--- src/rtl/lfk_pkg.sv ---
package lfk_pkg;

  // Block sizes.
  localparam int NUM_LEGS  = 4;
  localparam int LEG_W     = 2;
  localparam int ANG_W     = 16;
  localparam int LEN_W     = 14;
  localparam int POS_W     = 16;
  localparam int OFS_W     = 48;
  localparam int CFG_IDX_W = 8;

  // Register indexes on the configuration port.
  localparam logic [CFG_IDX_W-1:0] REG_HIP      = 8'd0;
  localparam logic [CFG_IDX_W-1:0] REG_UPPER    = 8'd1;
  localparam logic [CFG_IDX_W-1:0] REG_LOWER    = 8'd2;
  localparam logic [CFG_IDX_W-1:0] REG_OFS_BASE = 8'd3;

  // CORDIC: angles in 2^-24 rad, vector in Q2.30.
  localparam int CORDIC_N = 24;
  localparam int CW       = 33;
  localparam int ZW       = 29;
  localparam int SH_W     = 5;

  localparam logic signed [ZW-1:0] ANG_PI      = 29'sd52707179;
  localparam logic signed [ZW-1:0] ANG_HALF_PI = 29'sd26353589;
  localparam logic signed [ZW-1:0] ANG_TWO_PI  = 29'sd105414357;
  localparam logic signed [CW-1:0] CORDIC_K    = 33'sd652032874;

  // Square root: one result bit per cell.
  localparam int SQ_N     = 24;
  localparam int SQ_IN_W  = 2 * SQ_N;
  localparam int SQ_REM_W = SQ_N + 3;

  // Arctangent of 2^-i in 2^-24 rad.
  function automatic logic signed [ZW-1:0] atan_at(input logic [SH_W-1:0] i);
    logic signed [ZW-1:0] a;
    unique case (i)
      5'd0:    a = 29'sd13176795;
      5'd1:    a = 29'sd7778716;
      5'd2:    a = 29'sd4110060;
      5'd3:    a = 29'sd2086331;
      5'd4:    a = 29'sd1047214;
      5'd5:    a = 29'sd524117;
      5'd6:    a = 29'sd262123;
      5'd7:    a = 29'sd131069;
      5'd8:    a = 29'sd65536;
      5'd9:    a = 29'sd32768;
      5'd10:   a = 29'sd16384;
      5'd11:   a = 29'sd8192;
      5'd12:   a = 29'sd4096;
      5'd13:   a = 29'sd2048;
      5'd14:   a = 29'sd1024;
      5'd15:   a = 29'sd512;
      5'd16:   a = 29'sd256;
      5'd17:   a = 29'sd128;
      5'd18:   a = 29'sd64;
      5'd19:   a = 29'sd32;
      5'd20:   a = 29'sd16;
      5'd21:   a = 29'sd8;
      5'd22:   a = 29'sd4;
      5'd23:   a = 29'sd2;
      default: a = '0;
    endcase
    return a;
  endfunction

  typedef struct packed {
    logic [LEG_W-1:0]        leg;
    logic signed [ANG_W-1:0] abduction_angle;
    logic signed [ANG_W-1:0] hip_angle;
    logic signed [ANG_W-1:0] knee_angle;
  } fk_in_t;

  typedef struct packed {
    logic signed [POS_W-1:0] foot_x;
    logic signed [POS_W-1:0] foot_y;
    logic signed [POS_W-1:0] foot_z;
    logic                    saturated;
  } fk_out_t;

  // One CORDIC lane between cells.
  typedef struct packed {
    logic                 neg;
    logic signed [CW-1:0] x;
    logic signed [CW-1:0] y;
    logic signed [ZW-1:0] z;
  } cord_t;

  // One square-root step between cells.
  typedef struct packed {
    logic [SQ_IN_W-1:0]  n;
    logic [SQ_REM_W-1:0] rem;
    logic [SQ_N-1:0]     root;
  } sqrt_t;

endpackage

--- src/rtl/lfk_cordic_cell.sv ---
module lfk_cordic_cell import lfk_pkg::*; (
  input  logic                 clk_i,
  input  logic                 en_i,
  input  logic [SH_W-1:0]      shift_i,
  input  logic signed [ZW-1:0] atan_i,
  input  cord_t                cord_i,
  output cord_t                cord_o
);

  cord_t                cord_d, cord_q;
  logic signed [CW-1:0] x_sh, y_sh;

  // One micro-rotation, direction set by the sign of the residual angle.
  always_comb begin
    x_sh   = $signed(cord_i.x) >>> shift_i;
    y_sh   = $signed(cord_i.y) >>> shift_i;
    cord_d = cord_i;
    if (!cord_i.z[ZW-1]) begin
      cord_d.x = cord_i.x - y_sh;
      cord_d.y = cord_i.y + x_sh;
      cord_d.z = cord_i.z - atan_i;
    end else begin
      cord_d.x = cord_i.x + y_sh;
      cord_d.y = cord_i.y - x_sh;
      cord_d.z = cord_i.z + atan_i;
    end
  end

  always_ff @(posedge clk_i) begin
    if (en_i) begin
      cord_q <= cord_d;
    end
  end

  assign cord_o = cord_q;

endmodule

--- config.mk ---
export PLATFORM = sky130hd
export DESIGN_NAME = lfk_cordic_cell
export DESIGN_NICKNAME = d
export VERILOG_FILES = /design/src/rtl/lfk_pkg.sv /design/src/rtl/lfk_cordic_cell.sv
export SDC_FILE = /design/constraint.sdc
export NUM_CORES = 1
export LEC_CHECK = 0
export BUFFER_PORTS_ARGS = -buffer_cell sky130_fd_sc_hd__buf_2
export CELL_PAD_IN_SITES_DETAIL_PLACEMENT = 1
export CELL_PAD_IN_SITES_GLOBAL_PLACEMENT = 1
export CORE_UTILIZATION = 40
export DETAILED_ROUTE_END_ITERATION = 8
export HOLD_SLACK_MARGIN = 0.15
export PLACE_DENSITY = 0.81
export SLEW_MARGIN = 20
export SYNTH_ARGS = -nofsm -noshare
export SYNTH_HDL_FRONTEND = slang
export SYNTH_SLANG_ARGS = --single-unit
export TNS_END_PERCENT = 30
--- constraint.sdc ---
create_clock -name clk_i -period 9.1 [get_ports clk_i]
set_input_delay 0.91 -clock clk_i [delete_from_list [all_inputs] [get_ports clk_i]]
set_output_delay 0.91 -clock clk_i [all_outputs]
set_load 0.02 [all_outputs]
### Word-level counts from Yosys, hierarchy flattened

Cells that the tools add are included.

| operators by class | value |
|---|---|
| bitwise operators | 0 |
| order comparisons | 0 |
| add/sub/neg operators | 6 |
| muxes and demuxes | 1 |
| shifts and indexed selects | 2 |
| divide/modulo/power cells | 0 |
| reduce and logical (&&, ||, !) cells | 0 |
| $mul | 0 |
| equal/unequal tests | 0 |

Operators with widths:

| cell | count |
|---|---|
| $mux W95 | 1 |
| $add A33 B33 Y33 | 2 |
| $sshr A33 B5 Y33 | 2 |
| $sub A33 B33 Y33 | 2 |
| $add A29 B29 Y29 | 1 |
| $sub A29 B29 Y29 | 1 |

| word-level totals | value |
|---|---|
| register bits after elaboration | 96 |
| logic and storage cells | 13 |
| output and inout bits | 96 |
| RAM bits | 0 |
| bits of input ports | 132 |
| memories | 0 |
| latch bits | 0 |
| bits in read-only memories | 0 |

### Longest topological paths before layout

| logic depth | value |
|---|---|
| depth after elaboration | 3 |
| gate-level depth with buffers | 25 |
| mapped depth without buffers | 20 |

### Worst setup path after synthesis

Ideal clock, no wire load.

| path | value |
|---|---|
| path kind | input to register |
| from | in shift_i[1] |
| to | reg cord_q (netlist bit cord_o[93]) (data pin) |
| data arrival time | 5.534 ns |
| path slack | 3.306 ns |
| stages on the path | 24 |
| data required time | 8.840 ns |
| buffers on the path | 5 |
| library setup time | 0.260 ns |
| cells stage by stage | buf_6 -> buf_6 -> buf_6 -> buf_2 -> buf_2 -> mux4_2 -> mux2i_1 -> o22ai_1 -> a221oi_2 -> ha_1 -> nand2_1 -> nor4_4 -> a21oi_1 -> xor2_1 -> ha_1 -> and4_1 -> o21ai_0 -> a21oi_1 -> o21ai_0 -> a211oi_1 -> nor2_1 -> o21ai_0 -> a21boi_0 -> xnor2_1 |

RTL lines:

| item | line | source |
|---|---|---|
| start: declaration | lfk_cordic_cell.sv:4 | `input logic [SH_W-1:0] shift_i,` |
| end signal: assignment | lfk_cordic_cell.sv:31 | `cord_q <= cord_d;` |
| end: declaration | lfk_cordic_cell.sv:10 | `cord_t cord_d, cord_q;` |

==> results.py <==
metrics = {
    "power_and_ir_drop": {
        "leakage_nw": 6.304,
        "finalPower_mw": 2.567,
        "power_density_nw_per_um2": 163.3,
        "peakVddDrop_uv": 91.49,
    },
    "timing": {
        "slew_violations": 0,
        "timing.fmax_ghz": 0.1395,
        "tns_ps": 0,
        "rsz0062_at_grt": "false",
        "finalCritPeriodShare_pct": 78.75,
        "setup_slack_ps": 1934,
        "setup_viol_count_final": 0,
        "min_period_ps": 7166,
        "hold_violations": 0,
        "tightestPinTransition_ps": 1164,
        "slew_headroom_pct": 21.80,
    },
    "worst_setup_path": {
        "cp-start-kind": "input port",
        "critPathRequiredTime_ps": 9220,
        "crit_arrival_ps": 7290,
        "worst_path_max_delay_cell": "buf_4",
        "worstSetupPathType": "in -> reg",
        "path_buf_inv": 3,
        "critPathTopFamily": "compound AO/OA/AOI/OAI gates",
        "crit_fanout": 67,
        "slowest_delay_ps": 680,
        "crit_path_end_kind": "register",
        "worstPathCellList": "buf_4 -> buf_4 -> mux4_2 -> mux2i_1 -> mux4_2 -> a21boi_0 -> nand3_1 -> nor4_1 -> buf_4 -> a31oi_1 -> xor2_1 -> ha_1 -> and4_1 -> o21ai_0 -> a21oi_1 -> o21ai_0 -> a211oi_1 -> nor2_1 -> o21ai_0 -> a21boi_0 -> xnor2_1",
    },
    "synthesis": {
        "synth_compound_area_share_pct": 22.30,
        "synthesis.area_um2": 14000,
        "synth.yosys.seq_area_share_pct": 20.59,
        "synth-edff-count": 96,
        "ys_seq_elements": 96,
        "synth_cell_types": 87,
        "synthAdderAreaFrac_pct": 9.008,
        "yosys.area_share.simple_pct": 14.54,
        "synth_nets": 1752,
        "synth_top_family_by_area": "compound AO/OA/AOI/OAI gates",
        "avgSynthCellArea_um2": 9.205,
        "synthXorXnorAreaFrac_pct": 10.20,
        "syn-instance-count": 1521,
        "async_flop_share_pct": 0,
        "synthMuxAreaShare_pct": 19.10,
        "ys.flop_type": "edfxtp_1",
        "yosys_warnings": 0,
    },
    "placed_design": {
        "place_congestion": 0.9876,
        "placed_cells": 2146,
        "dpl.hpwl_um": 42030,
        "portBuffers": 227,
        "pre_cts_ws_ps": 1645,
    },
    "cts": {
        "cts_buffer_depth": 2,
        "hold_buffers": 0,
        "postCtsSetupBuffers": 0,
        "clkSinkCount": 96,
        "cts_tree": "yes",
        "root_buffer": "clkbuf_16",
        "ctsResizeCount": 0,
        "clk_pin_slew_ps": 70,
        "numCtsBuffers": 9,
        "htreeDepth": 3,
    },
    "die": {
        "fp.dieH_um": 189.1,
        "fp.dieArea_um2": 35760,
        "core_um2": 34460,
        "rows": 68,
        "die_x_um": 189.1,
        "io_pins": 228,
        "initial_core_util_pct": 40.63,
    },
    "run_status": {
        "status": "completed",
    },
    "routing": {
        "drtAntennaViolNets": 0,
        "drc_errors": 0,
        "drtIter0Drc": 1104,
        "vias": 13930,
        "routed_via_density": 6.442,
        "detail_route.wl_per_cell_um": 24.44,
        "routed_wirelength_um": 52860,
        "first_pass_iters": 5,
    },
    "run": {
        "cap_violations": 0,
    },
    "global_routing": {
        "track_usage_pct": 29.30,
        "antenna_found_initial": 2,
        "grt_pass1_vias": 14000,
        "grt_pass1_wl_um": 81120,
        "grt_start_max_net_pins": 68,
        "overflow": 0,
    },
    "cells_and_area": {
        "syn2layout_area_growth_pct": 12.28,
        "drive_gt1_share_pct": 23.45,
        "fin_cells": 2163,
        "fin_nets": 1933,
        "largest_reg_flops": 96,
        "fillers": 4105,
    },
    "worst_hold_path": {
        "hp-class": "in -> reg",
        "min_delay_worst_endpoint": "cord_o[95]",
        "holdPathStages": 1,
        "hp-start": "cord_i[95]",
    },
}
==> worst max-delay path by stage <==
stage / startpoint / endpoint / cells after the start
6_report: shift_i[1] / cord_o[93] / 21
5_1_grt: shift_i[1] / cord_o[93] / 21
3_5_place_dp: shift_i[1] / cord_o[93] / 20
2_1_floorplan: shift_i[1] / cord_o[93] / 24
4_1_cts: shift_i[1] / cord_o[93] / 20
3_3_place_gp: shift_i[1] / cord_o[93] / 21
==> where the power goes <==
part           switching (mW)  leakage (nW)  internal (mW)
Clock                   0.183         0.140          0.215
Sequential             0.0281         0.940          0.657
Combinational           0.913          5.22          0.571
==> Yosys cell counts, types with 27 or more instances <==
cell type | instances | share of area (%)
a21oi_1 | 157 | 5.6
nor2_1 | 123 | 3.3
nand2_1 | 110 | 2.9
xnor2_1 | 102 | 6.4
edfxtp_1 | 96 | 21
ha_1 | 96 | 8.6
mux4_2 | 82 | 13
xor2_1 | 61 | 3.8
o21ai_0 | 59 | 2.1
inv_1 | 45 | 1.2
mux2i_1 | 45 | 3.2
a21o_1 | 32 | 1.7
nand3_1 | 31 | 1.1
a31oi_1 | 28 | 1.3
nor3_1 | 27 | 0.97
==> cell type report <==
cell class,instances,area [um2],share of cell area [%]
Inverter,47,176.4,1.122
Tap cell,455,569.3,3.621
Clock inverter,5,63.81,0.4059
Multi-Input combinational cell,1304,10520,66.94
Antenna cell,2,5.005,0.03184
Timing Repair Buffer,244,1271,8.087
Clock buffer,10,229.0,1.457
Sequential cell,96,2883,18.34
==> routing by layer <==
metal / global-route usage [%] / routed length (um) / up-vias
met5: 0 / 34 / -
met4: 14.76 / 2695 / 4
met3: 5.042 / 4320 / 144
met2: 47.86 / 24340 / 699
met1: 37.20 / 21460 / 6832
li1: - / - / 6255
==> cell families (layout without fill, tap and decap cells) <==
family,after synthesis,in the layout
AO/OA/AOI/OAI,473,473
XOR/XNOR,163,163
adder cells (fa/ha/maj),99,99
flip-flops,96,96
multiplexers,159,159
buffers and inverters,121,306
AND/OR/NAND/NOR,410,410
other,0,2
==> through the flow <==
stage	instance area, um2	hold slack, ps	util, %
2_1_floorplan	14000	1009	-
3_3_place_gp	15420	1086	44.76
3_5_place_dp	15420	1088	44.76
4_1_cts	15720	698.4	45.61
5_1_grt	15720	708.5	45.61
6_report	15720	710.5	45.62
==> placed cells by master, fill, tap and decap left out, types with 11 or more instances in the layout <==
master	n
o21ai_0	59
buf_2	224
edfxtp_1	96
nand2b_1	18
a21o_1	32
o21bai_1	14
a211oi_1	23
mux2_2	26
or2_2	12
and2_1	12
nor2_1	122
xnor2_1	102
a22oi_1	11
and3_1	14
nand2_1	110
nor3b_1	11
o21a_1	20
mux2i_1	45
mux4_2	82
buf_4	20
inv_1	45
nor3_1	27
o211ai_1	11
a21oi_1	157
nand3_1	31
ha_1	96
a31oi_1	28
xor2_1	61
(Power assumes the default switching activity.)
