### config.mk
export PLATFORM = sky130hd
export DESIGN_NAME = lfk_sqrt_cell
export DESIGN_NICKNAME = d
export VERILOG_FILES = /design/src/rtl/lfk_pkg.sv /design/src/rtl/lfk_sqrt_cell.sv
export SDC_FILE = /design/constraint.sdc
export NUM_CORES = 1
export LEC_CHECK = 0
export ABC_CLOCK_PERIOD_IN_PS = 3000
export BUFFER_PORTS_ARGS = -buffer_cell sky130_fd_sc_hd__buf_2
export CAP_MARGIN = 15
export CORE_MARGIN = 2
export CORE_UTILIZATION = 48
export CTS_BUF_LIST = sky130_fd_sc_hd__clkbuf_16
export DETAILED_ROUTE_END_ITERATION = 8
export PLACE_DENSITY = 0.8
export SYNTH_ARGS = -nofsm -noshare
export SYNTH_HDL_FRONTEND = slang
export SYNTH_SLANG_ARGS = --single-unit
### constraint.sdc
create_clock -name clk_i -period 3 [get_ports clk_i]
set_input_delay 0 -clock clk_i [delete_from_list [all_inputs] [get_ports clk_i]]
set_output_delay 0 -clock clk_i [all_outputs]
set_load 0.05 [all_outputs]
### src/rtl/lfk_pkg.sv
package lfk_pkg;

  // Block sizes.
  localparam int NUM_LEGS  = 4;
  localparam int LEG_W     = 2;
  localparam int ANG_W     = 16;
  localparam int LEN_W     = 14;
  localparam int POS_W     = 16;
  localparam int OFS_W     = 48;
  localparam int CFG_IDX_W = 8;

  // Register indexes on the configuration port.
  localparam logic [CFG_IDX_W-1:0] REG_HIP      = 8'd0;
  localparam logic [CFG_IDX_W-1:0] REG_UPPER    = 8'd1;
  localparam logic [CFG_IDX_W-1:0] REG_LOWER    = 8'd2;
  localparam logic [CFG_IDX_W-1:0] REG_OFS_BASE = 8'd3;

  // CORDIC: angles in 2^-24 rad, vector in Q2.30.
  localparam int CORDIC_N = 24;
  localparam int CW       = 33;
  localparam int ZW       = 29;
  localparam int SH_W     = 5;

  localparam logic signed [ZW-1:0] ANG_PI      = 29'sd52707179;
  localparam logic signed [ZW-1:0] ANG_HALF_PI = 29'sd26353589;
  localparam logic signed [ZW-1:0] ANG_TWO_PI  = 29'sd105414357;
  localparam logic signed [CW-1:0] CORDIC_K    = 33'sd652032874;

  // Square root: one result bit per cell.
  localparam int SQ_N     = 24;
  localparam int SQ_IN_W  = 2 * SQ_N;
  localparam int SQ_REM_W = SQ_N + 3;

  // Arctangent of 2^-i in 2^-24 rad.
  function automatic logic signed [ZW-1:0] atan_at(input logic [SH_W-1:0] i);
    logic signed [ZW-1:0] a;
    unique case (i)
      5'd0:    a = 29'sd13176795;
      5'd1:    a = 29'sd7778716;
      5'd2:    a = 29'sd4110060;
      5'd3:    a = 29'sd2086331;
      5'd4:    a = 29'sd1047214;
      5'd5:    a = 29'sd524117;
      5'd6:    a = 29'sd262123;
      5'd7:    a = 29'sd131069;
      5'd8:    a = 29'sd65536;
      5'd9:    a = 29'sd32768;
      5'd10:   a = 29'sd16384;
      5'd11:   a = 29'sd8192;
      5'd12:   a = 29'sd4096;
      5'd13:   a = 29'sd2048;
      5'd14:   a = 29'sd1024;
      5'd15:   a = 29'sd512;
      5'd16:   a = 29'sd256;
      5'd17:   a = 29'sd128;
      5'd18:   a = 29'sd64;
      5'd19:   a = 29'sd32;
      5'd20:   a = 29'sd16;
      5'd21:   a = 29'sd8;
      5'd22:   a = 29'sd4;
      5'd23:   a = 29'sd2;
      default: a = '0;
    endcase
    return a;
  endfunction

  typedef struct packed {
    logic [LEG_W-1:0]        leg;
    logic signed [ANG_W-1:0] abduction_angle;
    logic signed [ANG_W-1:0] hip_angle;
    logic signed [ANG_W-1:0] knee_angle;
  } fk_in_t;

  typedef struct packed {
    logic signed [POS_W-1:0] foot_x;
    logic signed [POS_W-1:0] foot_y;
    logic signed [POS_W-1:0] foot_z;
    logic                    saturated;
  } fk_out_t;

  // One CORDIC lane between cells.
  typedef struct packed {
    logic                 neg;
    logic signed [CW-1:0] x;
    logic signed [CW-1:0] y;
    logic signed [ZW-1:0] z;
  } cord_t;

  // One square-root step between cells.
  typedef struct packed {
    logic [SQ_IN_W-1:0]  n;
    logic [SQ_REM_W-1:0] rem;
    logic [SQ_N-1:0]     root;
  } sqrt_t;

endpackage

### src/rtl/lfk_sqrt_cell.sv
module lfk_sqrt_cell import lfk_pkg::*; (
  input  logic  clk_i,
  input  logic  en_i,
  input  sqrt_t sq_i,
  output sqrt_t sq_o
);

  sqrt_t               sq_d, sq_q;
  logic [SQ_REM_W-1:0] rem_sh, trial;

  // Bring down the next two radicand bits and try a one in the root.
  always_comb begin
    rem_sh = {sq_i.rem[SQ_REM_W-3:0], sq_i.n[SQ_IN_W-1 -: 2]};
    trial  = SQ_REM_W'({sq_i.root, 2'b01});
    sq_d   = sq_i;
    sq_d.n = {sq_i.n[SQ_IN_W-3:0], 2'b00};
    if (rem_sh >= trial) begin
      sq_d.rem  = rem_sh - trial;
      sq_d.root = {sq_i.root[SQ_N-2:0], 1'b1};
    end else begin
      sq_d.rem  = rem_sh;
      sq_d.root = {sq_i.root[SQ_N-2:0], 1'b0};
    end
  end

  always_ff @(posedge clk_i) begin
    if (en_i) begin
      sq_q <= sq_d;
    end
  end

  assign sq_o = sq_q;

endmodule

After elaboration in Yosys (flattened, before gate mapping)
Index checks and enable logic that the tools add are counted.
{"block": "word_totals", "ff_bits": 97, "inputBits": 101}
{"block": "classes", "add_sub_neg": 1, "mux": 1, "magnitude_cmp": 1}
{"operator": "51-bit 2-to-1 mux", "count": 1}
{"operator": "27-bit by 26-bit >= comparator with 1-bit output", "count": 1}
{"operator": "27-bit by 26-bit subtractor with 27-bit output", "count": 1}

Longest topological paths before layout
Gate-level depths: netlist of the first run.
{"block": "logic_depth", "ltp_word": 2, "mapped_depth": 13}

Worst setup path after synthesis of the first run
No wires, ideal clock.
{"block": "synth_timing", "path_type": "input port to flip-flop", "start": "in sq_i[17] (netlist name)", "end": "reg sq_q (netlist bit sq_o[50]) (data pin)", "setup_slack_ps": 860, "path_stages": 11, "required_time_ps": 2731, "arrival_time_ps": 1871, "setup_time_ps": 269, "path_buffers": 1, "cell_sequence": "inv_1 > ha_1 > buf_6 > a21o_1 > a21oi_2 > o21bai_1 > a211o_1 > o211a_1 > o21a_1 > a2111oi_4 > xor2_1"}
{"item": "start: declaration", "line": "lfk_sqrt_cell.sv:4", "rtl": "input sqrt_t sq_i,"}
{"item": "end signal: assignment", "line": "lfk_sqrt_cell.sv:28", "rtl": "sq_q <= sq_d;"}
{"item": "end: declaration", "line": "lfk_sqrt_cell.sv:8", "rtl": "sqrt_t sq_d, sq_q;"}

==> flow_summary.html, run 1 <==
<table>
<tr><th>Metric</th><th>Value</th></tr>
<tr><th colspan="2">Routing</th></tr>
<tr><td>Max layer used</td><td>met4</td></tr>
<tr><td>TritonRoute pass-1 iters</td><td>5</td></tr>
<tr><td>Drt wl/cell</td><td>19.3 um</td></tr>
<tr><td>Number of DRC markers in iteration 0</td><td>257</td></tr>
<tr><td>Via density per instance</td><td>5.42</td></tr>
<tr><td>Routed length on met3</td><td>~1500 um</td></tr>
<tr><td>Vias</td><td>4346</td></tr>
<tr><td>Detailed-route DRC error count</td><td>0</td></tr>
<tr><td>Antenna Nets Post-Route</td><td>0</td></tr>
<tr><td>M1 wire length</td><td>5690 um</td></tr>
<tr><td>Met2 Routed Length</td><td>7380 um</td></tr>
<tr><td>Final wirelength</td><td>about 15000 um</td></tr>
<tr><th colspan="2">Clock network</th></tr>
<tr><td>Num CTS Buffers</td><td>9</td></tr>
<tr><td>Root buffer cell</td><td>clkbuf_16</td></tr>
<tr><td>Worst-case clock buffer depth</td><td>2</td></tr>
<tr><td>Clk slew on worst S/H paths</td><td>0.07 ns</td></tr>
<tr><td>Clock tree from TritonCTS</td><td>built</td></tr>
<tr><td>Clock Sink Count</td><td>97</td></tr>
<tr><td>Number of H-tree levels</td><td>3</td></tr>
<tr><th colspan="2">Min path</th></tr>
<tr><td>Worst hold path cell count</td><td>2</td></tr>
<tr><td>Worst hold start</td><td>sq_i[48]</td></tr>
<tr><td>Type of the most critical hold path</td><td>primary input to flip-flop</td></tr>
<tr><td>Worst Hold End</td><td>sq_o[50]</td></tr>
<tr><th colspan="2">Floorplanning</th></tr>
<tr><td>Y dimension of the die</td><td>around 100 um</td></tr>
<tr><td>Initial core utilization</td><td>between 40% and 50%</td></tr>
<tr><td>Area enclosed by the die boundary</td><td>10600 um^2</td></tr>
<tr><td>X dimension of the die</td><td>between 100 and 150 um</td></tr>
<tr><td>Core area</td><td>9640 um^2</td></tr>
<tr><td>Boundary Pins</td><td>200</td></tr>
<tr><td>Total number of placement rows</td><td>36</td></tr>
<tr><th colspan="2">Worst setup path</th></tr>
<tr><td>Capturing element type of the critical path</td><td>flip-flop</td></tr>
<tr><td>Kind of critical path</td><td>primary input to flip-flop</td></tr>
<tr><td>Category of the worst setup path launch point</td><td>primary input</td></tr>
<tr><td>Critical path startpoint</td><td>sq_i[10]</td></tr>
<tr><td>Required @ worst endpoint</td><td>3.10 ns</td></tr>
<tr><td>Critical Path AT</td><td>2.97 ns</td></tr>
<tr><td>Critical path fanouts, max</td><td>15</td></tr>
<tr><th colspan="2">Synthesis</th></tr>
<tr><td>Yosys reg bits</td><td>97</td></tr>
<tr><td>Most area-consuming cells after synthesis</td><td>edfxtp_1 (62%), ha_1 (6.9%), a21oi_1 (2.9%)</td></tr>
<tr><td>Post-synthesis cell count</td><td>370</td></tr>
<tr><td>Dominant combinational cell family by area after synthesis</td><td>compound AO/OA/AOI/OAI gates</td></tr>
<tr><td>Sequential fraction of the synthesis area</td><td>62.2%</td></tr>
<tr><td>Synth Area in Simple Gates</td><td>8.28%</td></tr>
<tr><td>Mapped Avg Cell Area</td><td>12.7 um^2</td></tr>
<tr><td>Compound-gate portion of the synthesized area</td><td>13.7%</td></tr>
<tr><td>Number of unique standard cell types used by synthesis</td><td>48</td></tr>
<tr><td>Yosys warnings</td><td>0</td></tr>
<tr><td>Mux share of post-synthesis cell area</td><td>less than 1%</td></tr>
<tr><td>Xor and xnor fraction of the mapped netlist area</td><td>approximately 4.1%</td></tr>
<tr><td>Post-synth top area share</td><td>between 60 and 70%</td></tr>
<tr><td>Post-synthesis adder-cell area fraction</td><td>6.95%</td></tr>
<tr><td>Largest area contributor in the synthesized netlist</td><td>edfxtp_1</td></tr>
<tr><td>Cell area after technology mapping</td><td>4680 um^2</td></tr>
<tr><th colspan="2">Job</th></tr>
<tr><td>Reported max-cap violation count</td><td>0</td></tr>
<tr><th colspan="2">Finish</th></tr>
<tr><td>Layout filler cell count</td><td>630</td></tr>
<tr><td>FF+latch area</td><td>just under 3000 um^2</td></tr>
<tr><td>Number of diodes</td><td>0</td></tr>
<tr><td>Footprint of the multi-input gates</td><td>1610 um^2</td></tr>
<tr><td>Area grow syn2layout</td><td>49.9%</td></tr>
<tr><td>Max reg flops</td><td>97</td></tr>
<tr><td>Layout Nets</td><td>791</td></tr>
<tr><td>Area of all placed cells without fillers</td><td>7020 um^2</td></tr>
<tr><td>Commonest non-fill, non-tap cells in the layout</td><td>buf_2 (194), edfxtp_1 (97), dlygate4sd3_1 (91), nand2_1 (33), inv_1 (31)</td></tr>
<tr><td>Share of final-layout standard cells stronger than drive strength 1</td><td>33.5%</td></tr>
<tr><td>Final cell count without fillers</td><td>802</td></tr>
<tr><td>Leading cell type in the layout, fill and taps excluded</td><td>buf_2</td></tr>
<tr><th colspan="2">Power and ir drop</th></tr>
<tr><td>Cell Pwr Density</td><td>588 nW/um^2</td></tr>
<tr><td>Clock network power share</td><td>about 27%</td></tr>
<tr><td>Internal power summed over all cells</td><td>2.63 mW</td></tr>
<tr><td>Power share of the sequential group</td><td>just over 40%</td></tr>
<tr><td>Net Switching</td><td>between 1 and 1.5 mW</td></tr>
<tr><td>Total Power Consumption</td><td>4.12 mW</td></tr>
<tr><td>P_leak</td><td>about 3.1 nW</td></tr>
<tr><td>Worst vdd rail ir drop</td><td>0.337 mV</td></tr>
<tr><td>Switching part of the total</td><td>36.3%</td></tr>
<tr><td>Combinational share of power</td><td>about a third</td></tr>
<tr><th colspan="2">Global routing</th></tr>
<tr><td>Pin count of the biggest net entering global routing</td><td>45</td></tr>
<tr><td>Vias in the first global route</td><td>about 4300</td></tr>
<tr><td>Gr usage total</td><td>between 20% and 30%</td></tr>
<tr><td>Leftover overflow at the end of global routing</td><td>0</td></tr>
<tr><td>Wire length of the first global-routing pass</td><td>22300 um</td></tr>
<tr><td>Number of antenna violations at the first check in global routing</td><td>0</td></tr>
<tr><th colspan="2">Place</th></tr>
<tr><td>Placed cell count</td><td>695</td></tr>
<tr><td>HPWL after detailed placement</td><td>8880 um</td></tr>
<tr><td>Number of buffers added on ports</td><td>195</td></tr>
<tr><td>Routability congestion estimate from global placement</td><td>around 0.87</td></tr>
<tr><td>Post-Place Cell Area</td><td>5810 um^2</td></tr>
<tr><th colspan="2">STA</th></tr>
<tr><td>Transition time of the tightest slew-check pin</td><td>0.547 ns</td></tr>
<tr><td>Final Max Tran Viols</td><td>0</td></tr>
<tr><td>Count of endpoints failing hold in the final timing report</td><td>0</td></tr>
<tr><td>Achievable clock frequency</td><td>0.349 GHz</td></tr>
<tr><td>Worst slew margin relative to its limit</td><td>63.5%</td></tr>
<tr><td>Final clock period utilization by the worst path</td><td>a little over nine tenths</td></tr>
<tr><td>Hold Slack</td><td>0.00201 ns</td></tr>
<tr><td>Finish-stage setup viols</td><td>0</td></tr>
<tr><td>Time the worst path needs with I/O delays and setup</td><td>2.87 ns</td></tr>
<tr><td>Setup Total Neg Slack</td><td>0 ns</td></tr>
<tr><td>Setup repair after global routing missed its margin</td><td>yes</td></tr>
<tr><th colspan="2">Run status</th></tr>
<tr><td>Outcome</td><td>completed</td></tr>
</table>
## worst max path at each step
stage	endpoint	slack, ns	cells after the start
finish	sq_o[47]	0.13	12
global placement	sq_o[47]	0.38	11
floorplan	sq_o[50]	0.86	11
global route	sq_o[47]	-0.02	12
detailed placement	sq_o[47]	0.29	11
CTS	sq_o[47]	0.11	12
## cell usage after synthesis, drive strengths merged
cell type / instances
o21ai: 30
a21o: 12
inv: 31
a21boi: 2
o31a: 2
edfxtp: 97
a31o: 2
o211ai: 1
o31ai: 3
o22a: 2
o2111ai: 1
and4: 2
nand2b: 3
buf: 10
nand4: 4
xnor2: 13
nor2b: 2
and3: 2
nor4b: 2
nand2: 34
o21a: 4
ha: 26
a31oi: 4
o22ai: 1
nor3: 1
o211a: 1
mux2: 3
and2: 4
or4: 1
nand3: 11
nand4b: 1
a2111oi: 1
conb: 1
a21oi: 28
xor2: 9
a211o: 1
nor2: 11
or3: 1
o21bai: 2
a211oi: 4
## timing repair
item                                   CTS  global route
setup endpoints to repair                0            21
buffers inserted                         0             0
gates resized for setup                  0             3
hold buffers                            91             0
endpoints found under the hold margin   91             0
## cells by family (layout without fill, tap and decap cells)
family                   Yosys count  in the layout
XOR/XNOR                          22             22
AO/OA/AOI/OAI                    101            101
multiplexers                       3              3
buffers and inverters             41            339
AND/OR/NAND/NOR                   79             79
adder cells (fa/ha/maj)           26             26
flip-flops                        97             97
other                              1              2
## metrics by stage
stage	util, %	setup slack, ns
final	72.8	0.133
after global routing	72.8	-0.0235
after CTS	72.6	0.109
after detailed placement	60.3	0.290
after global placement	60.3	0.375
after floorplan	-	0.860
## per-layer routing
layer | vias up | global-route usage [%]
met3 | 71 | 7.05
li1 | 1962 | -
met1 | 2029 | 33.5
met2 | 284 | 47.7
met5 | - | 0
met4 | 0 | 18.0
## power groups by stage
stage	clock (mW)	combinational [mW]	sequential [mW]
floorplan	0	0.348	2.22
CTS	1.11	1.25	1.70
global placement	0	1.12	1.72
detailed placement	0	1.15	1.73
global route	1.18	1.36	1.72
finish	1.12	1.29	1.71
## worst max-delay path, cell delays in order
cell and delay [ns]:
dlygate4sd3_1 0.54, buf_2 0.13, inv_1 0.05, ha_1 0.41, a21o_1 0.26, a31oi_2 0.29
o22a_1 0.19, o21ai_1 0.09, nand4b_1 0.29, nand2_4 0.25, inv_2 0.14, mux2_1 0.32
## final cells by class
cell class | instances | area share [%]
clock inverters | 7 | 0.767
clock buffers | 9 | 3.21
flip-flops and latches | 97 | 41.5
multi-input cells | 233 | 22.9
well taps | 133 | 2.37
repair buffers | 292 | 27.6
inverters | 31 | 1.66
Power figures use the tool's default switching activity.
==> run 2: changes to the inputs <==
--- a/config.mk
+++ b/config.mk
@@ -12,7 +12,9 @@
 export CORE_UTILIZATION = 48
 export CTS_BUF_LIST = sky130_fd_sc_hd__clkbuf_16
 export DETAILED_ROUTE_END_ITERATION = 8
+export GPL_TIMING_DRIVEN = 1
 export PLACE_DENSITY = 0.8
+export REMOVE_ABC_BUFFERS = 1
 export SYNTH_ARGS = -nofsm -noshare
 export SYNTH_HDL_FRONTEND = slang
 export SYNTH_SLANG_ARGS = --single-unit
==> flow_summary.html, run 2 (synthesis gave the netlist of run 1 again) <==
<table>
<tr><th>Metric</th><th>Value</th></tr>
<tr><th colspan="2">Clock network</th></tr>
<tr><td>Number of H-tree levels</td><td>3 (unchanged)</td></tr>
<tr><td>Clock Sink Count</td><td>97 (unchanged)</td></tr>
<tr><td>Num CTS Buffers</td><td>9 (unchanged)</td></tr>
<tr><td>Clock tree from TritonCTS</td><td>built</td></tr>
<tr><td>Post_cts resized</td><td>0 (unchanged)</td></tr>
<tr><td>Worst-case clock buffer depth</td><td>2 (unchanged)</td></tr>
<tr><td>Root buffer cell</td><td>clkbuf_16</td></tr>
<tr><td>Clk slew on worst S/H paths</td><td>0.07 ns (about the same)</td></tr>
<tr><th colspan="2">Finish</th></tr>
<tr><td>Layout Nets</td><td>791 (unchanged)</td></tr>
<tr><td>Commonest non-fill, non-tap cells in the layout</td><td>buf_2 (194), edfxtp_1 (97), dlygate4sd3_1 (92), nand2_1 (33), inv_1 (30)</td></tr>
<tr><td>Leading cell type in the layout, fill and taps excluded</td><td>buf_2</td></tr>
<tr><td>Share of final-layout standard cells stronger than drive strength 1</td><td>33.3% (-0.15 points)</td></tr>
<tr><td>Area grow syn2layout</td><td>49.8% (about the same)</td></tr>
<tr><td>Max reg flops</td><td>97 (unchanged)</td></tr>
<tr><td>Finished Core Util</td><td>72.8% (about the same)</td></tr>
<tr><td>Number of diodes</td><td>0 (unchanged)</td></tr>
<tr><td>Final cell count without fillers</td><td>802 (unchanged)</td></tr>
<tr><th colspan="2">Worst setup path</th></tr>
<tr><td>Critical path fanouts, max</td><td>5 (-10)</td></tr>
<tr><td>Critical Path AT</td><td>2.84 ns (-0.13 ns)</td></tr>
<tr><td>Category of the worst setup path launch point</td><td>primary input</td></tr>
<tr><td>Kind of critical path</td><td>primary input to flip-flop</td></tr>
<tr><td>Capturing element type of the critical path</td><td>flip-flop</td></tr>
<tr><td>Required @ worst endpoint</td><td>3.10 ns (about the same)</td></tr>
<tr><th colspan="2">Floorplanning</th></tr>
<tr><td>Area enclosed by the die boundary</td><td>10600 um^2 (unchanged)</td></tr>
<tr><td>X dimension of the die</td><td>103 um (unchanged)</td></tr>
<tr><td>Y dimension of the die</td><td>103 um (unchanged)</td></tr>
<tr><td>Total number of placement rows</td><td>36 (unchanged)</td></tr>
<tr><td>Core area</td><td>9640 um^2 (unchanged)</td></tr>
<tr><td>Boundary Pins</td><td>200 (unchanged)</td></tr>
<tr><td>Initial core utilization</td><td>48.6% (unchanged)</td></tr>
<tr><th colspan="2">Global routing</th></tr>
<tr><td>Wire length of the first global-routing pass</td><td>22600 um (+1.3%)</td></tr>
<tr><td>Vias in the first global route</td><td>4220 (-1.8%)</td></tr>
<tr><td>Number of antenna violations at the first check in global routing</td><td>0 (unchanged)</td></tr>
<tr><td>Leftover overflow at the end of global routing</td><td>0 (unchanged)</td></tr>
<tr><td>Gr usage total</td><td>28.8% (+0.074 points)</td></tr>
<tr><td>Pin count of the biggest net entering global routing</td><td>35 (-22%)</td></tr>
<tr><th colspan="2">Routing</th></tr>
<tr><td>Via density per instance</td><td>5.33 (-1.6%)</td></tr>
<tr><td>Number of DRC markers in iteration 0</td><td>302 (+18%)</td></tr>
<tr><td>TritonRoute pass-1 iters</td><td>5 (unchanged)</td></tr>
<tr><td>Final wirelength</td><td>15300 um (-0.97%)</td></tr>
<tr><td>Antenna Nets Post-Route</td><td>0 (unchanged)</td></tr>
<tr><td>Drt wl/cell</td><td>19.1 um (-0.97%)</td></tr>
<tr><td>Vias</td><td>4275 (-1.6%)</td></tr>
<tr><td>Detailed-route DRC error count</td><td>0 (unchanged)</td></tr>
<tr><th colspan="2">Place</th></tr>
<tr><td>Post-place setup slack</td><td>0.507 ns (+0.217 ns)</td></tr>
<tr><td>HPWL after detailed placement</td><td>8880 um (about the same)</td></tr>
<tr><td>Number of buffers added on ports</td><td>195 (unchanged)</td></tr>
<tr><td>Placed cell count</td><td>694 (-0.14%)</td></tr>
<tr><td>Routability congestion estimate from global placement</td><td>0.825 (-5.6%)</td></tr>
<tr><th colspan="2">STA</th></tr>
<tr><td>Count of endpoints failing hold in the final timing report</td><td>0 (unchanged)</td></tr>
<tr><td>Achievable clock frequency</td><td>0.365 GHz (+4.6%)</td></tr>
<tr><td>Setup repair after global routing missed its margin</td><td>no</td></tr>
<tr><td>Transition time of the tightest slew-check pin</td><td>0.498 ns (-0.0488 ns)</td></tr>
<tr><td>Post-route setup slack</td><td>0.259 ns (+0.126 ns)</td></tr>
<tr><td>Final clock period utilization by the worst path</td><td>91.4% (-4.2 points)</td></tr>
<tr><td>Worst slew margin relative to its limit</td><td>66.6% (+3.1 points)</td></tr>
<tr><td>Final Max Tran Viols</td><td>0 (unchanged)</td></tr>
<tr><td>Time the worst path needs with I/O delays and setup</td><td>2.74 ns (-0.126 ns)</td></tr>
<tr><td>Setup Total Neg Slack</td><td>0 ns (unchanged)</td></tr>
<tr><td>Finish-stage setup viols</td><td>0 (unchanged)</td></tr>
<tr><th colspan="2">Power and ir drop</th></tr>
<tr><td>Worst vdd rail ir drop</td><td>0.366 mV (+8.6%)</td></tr>
<tr><td>Cell Pwr Density</td><td>590 nW/um^2 (+0.39%)</td></tr>
<tr><td>P_leak</td><td>3.13 nW (-0.50%)</td></tr>
<tr><td>Total Power Consumption</td><td>4.14 mW (+0.33%)</td></tr>
<tr><th colspan="2">Min path</th></tr>
<tr><td>Worst hold path cell count</td><td>2 (unchanged)</td></tr>
<tr><td>Worst Hold End</td><td>sq_o[24]</td></tr>
<tr><td>Type of the most critical hold path</td><td>primary input to flip-flop</td></tr>
<tr><td>Worst hold start</td><td>sq_i[97]</td></tr>
<tr><th colspan="2">Run status</th></tr>
<tr><td>Outcome</td><td>completed</td></tr>
<tr><th colspan="2">Job</th></tr>
<tr><td>Reported max-cap violation count</td><td>0 (unchanged)</td></tr>
</table>
-- run 2: cell types whose count changed in the layout (fill, tap and decap cells not counted), sizes merged --
cell	before	now
clkinv	2	3
clkinvlp	1	2
buf	201	200
dlygate4sd3	91	92
inv	35	33
-- run 2: power breakdown --
part / internal (mW) / switching, mW / total [mW]
combinational: 0.392 / 0.892 / 1.28
clock: 0.579 / 0.563 / 1.14
sequential: 1.66 / 0.0482 / 1.71
total: 2.63 / 1.50 / 4.14
-- run 2: how the worst max path moves through the flow --
stage	startpoint	end	slack, ns	cells after the start
after CTS	sq_i[10]	sq_o[49]	0.32	12
after detailed placement	sq_i[10]	sq_o[49]	0.51	11
after floorplan	sq_i[10]	sq_o[47]	0.50	10
after global routing	sq_i[7]	sq_o[45]	0.12	12
after global placement	sq_i[16]	sq_o[50]	0.57	12
final	sq_i[7]	sq_o[45]	0.26	12
-- run 2: layout make-up --
cell class / instances / area [um^2]
clock buffers: 9 / 225
clock inverters: 7 / 65.1
fillers: 642 / 2630
inverters: 31 / 116
multi-input cells: 233 / 1590
flip-flops and latches: 97 / 2910
well taps: 133 / 166
repair buffers: 292 / 1940
-- run 2: metal layers --
| metal | global-route usage (%) | share of wire [%] | wire length [um] | vias up |
|---|---|---|---|---|
| met1 | 33.1 | 37 | 5720 | 2016 |
| met2 | 48.9 | 49 | 7590 | 257 |
| li1 | - | - | - | 1960 |
| met3 | 9.76 | 10 | 1530 | 42 |
| met4 | 13.1 | 3.3 | 500 | 0 |
| met5 | 0 | 0 | 0 | - |
-- run 2: critical path, stage by stage --
cell	delay [ns]
dlygate4sd3_1	0.54
buf_2	0.12
inv_1	0.05
ha_1	0.39
nand3_1	0.16
nor2_1	0.33
o21ai_1	0.19
a211oi_1	0.39
o31ai_1	0.19
o21ai_0	0.25
xnor2_1	0.16
o21ai_1	0.07
-- run 2: stage by stage --
step	hold WS [ns]	instance area [um^2]
floorplan	0.0989	4620
detailed placement	0.178	5800
global placement	0.177	5800
CTS	0.00181	7010
finish	0.0166	7010
global route	0.0284	7010
-- run 2: timing repair --
| item | CTS | global route |
|---|---|---|
| hold buffers | 92 | 0 |
| setup buffers | 0 | 0 |
| endpoints found under the hold margin | 92 | 0 |
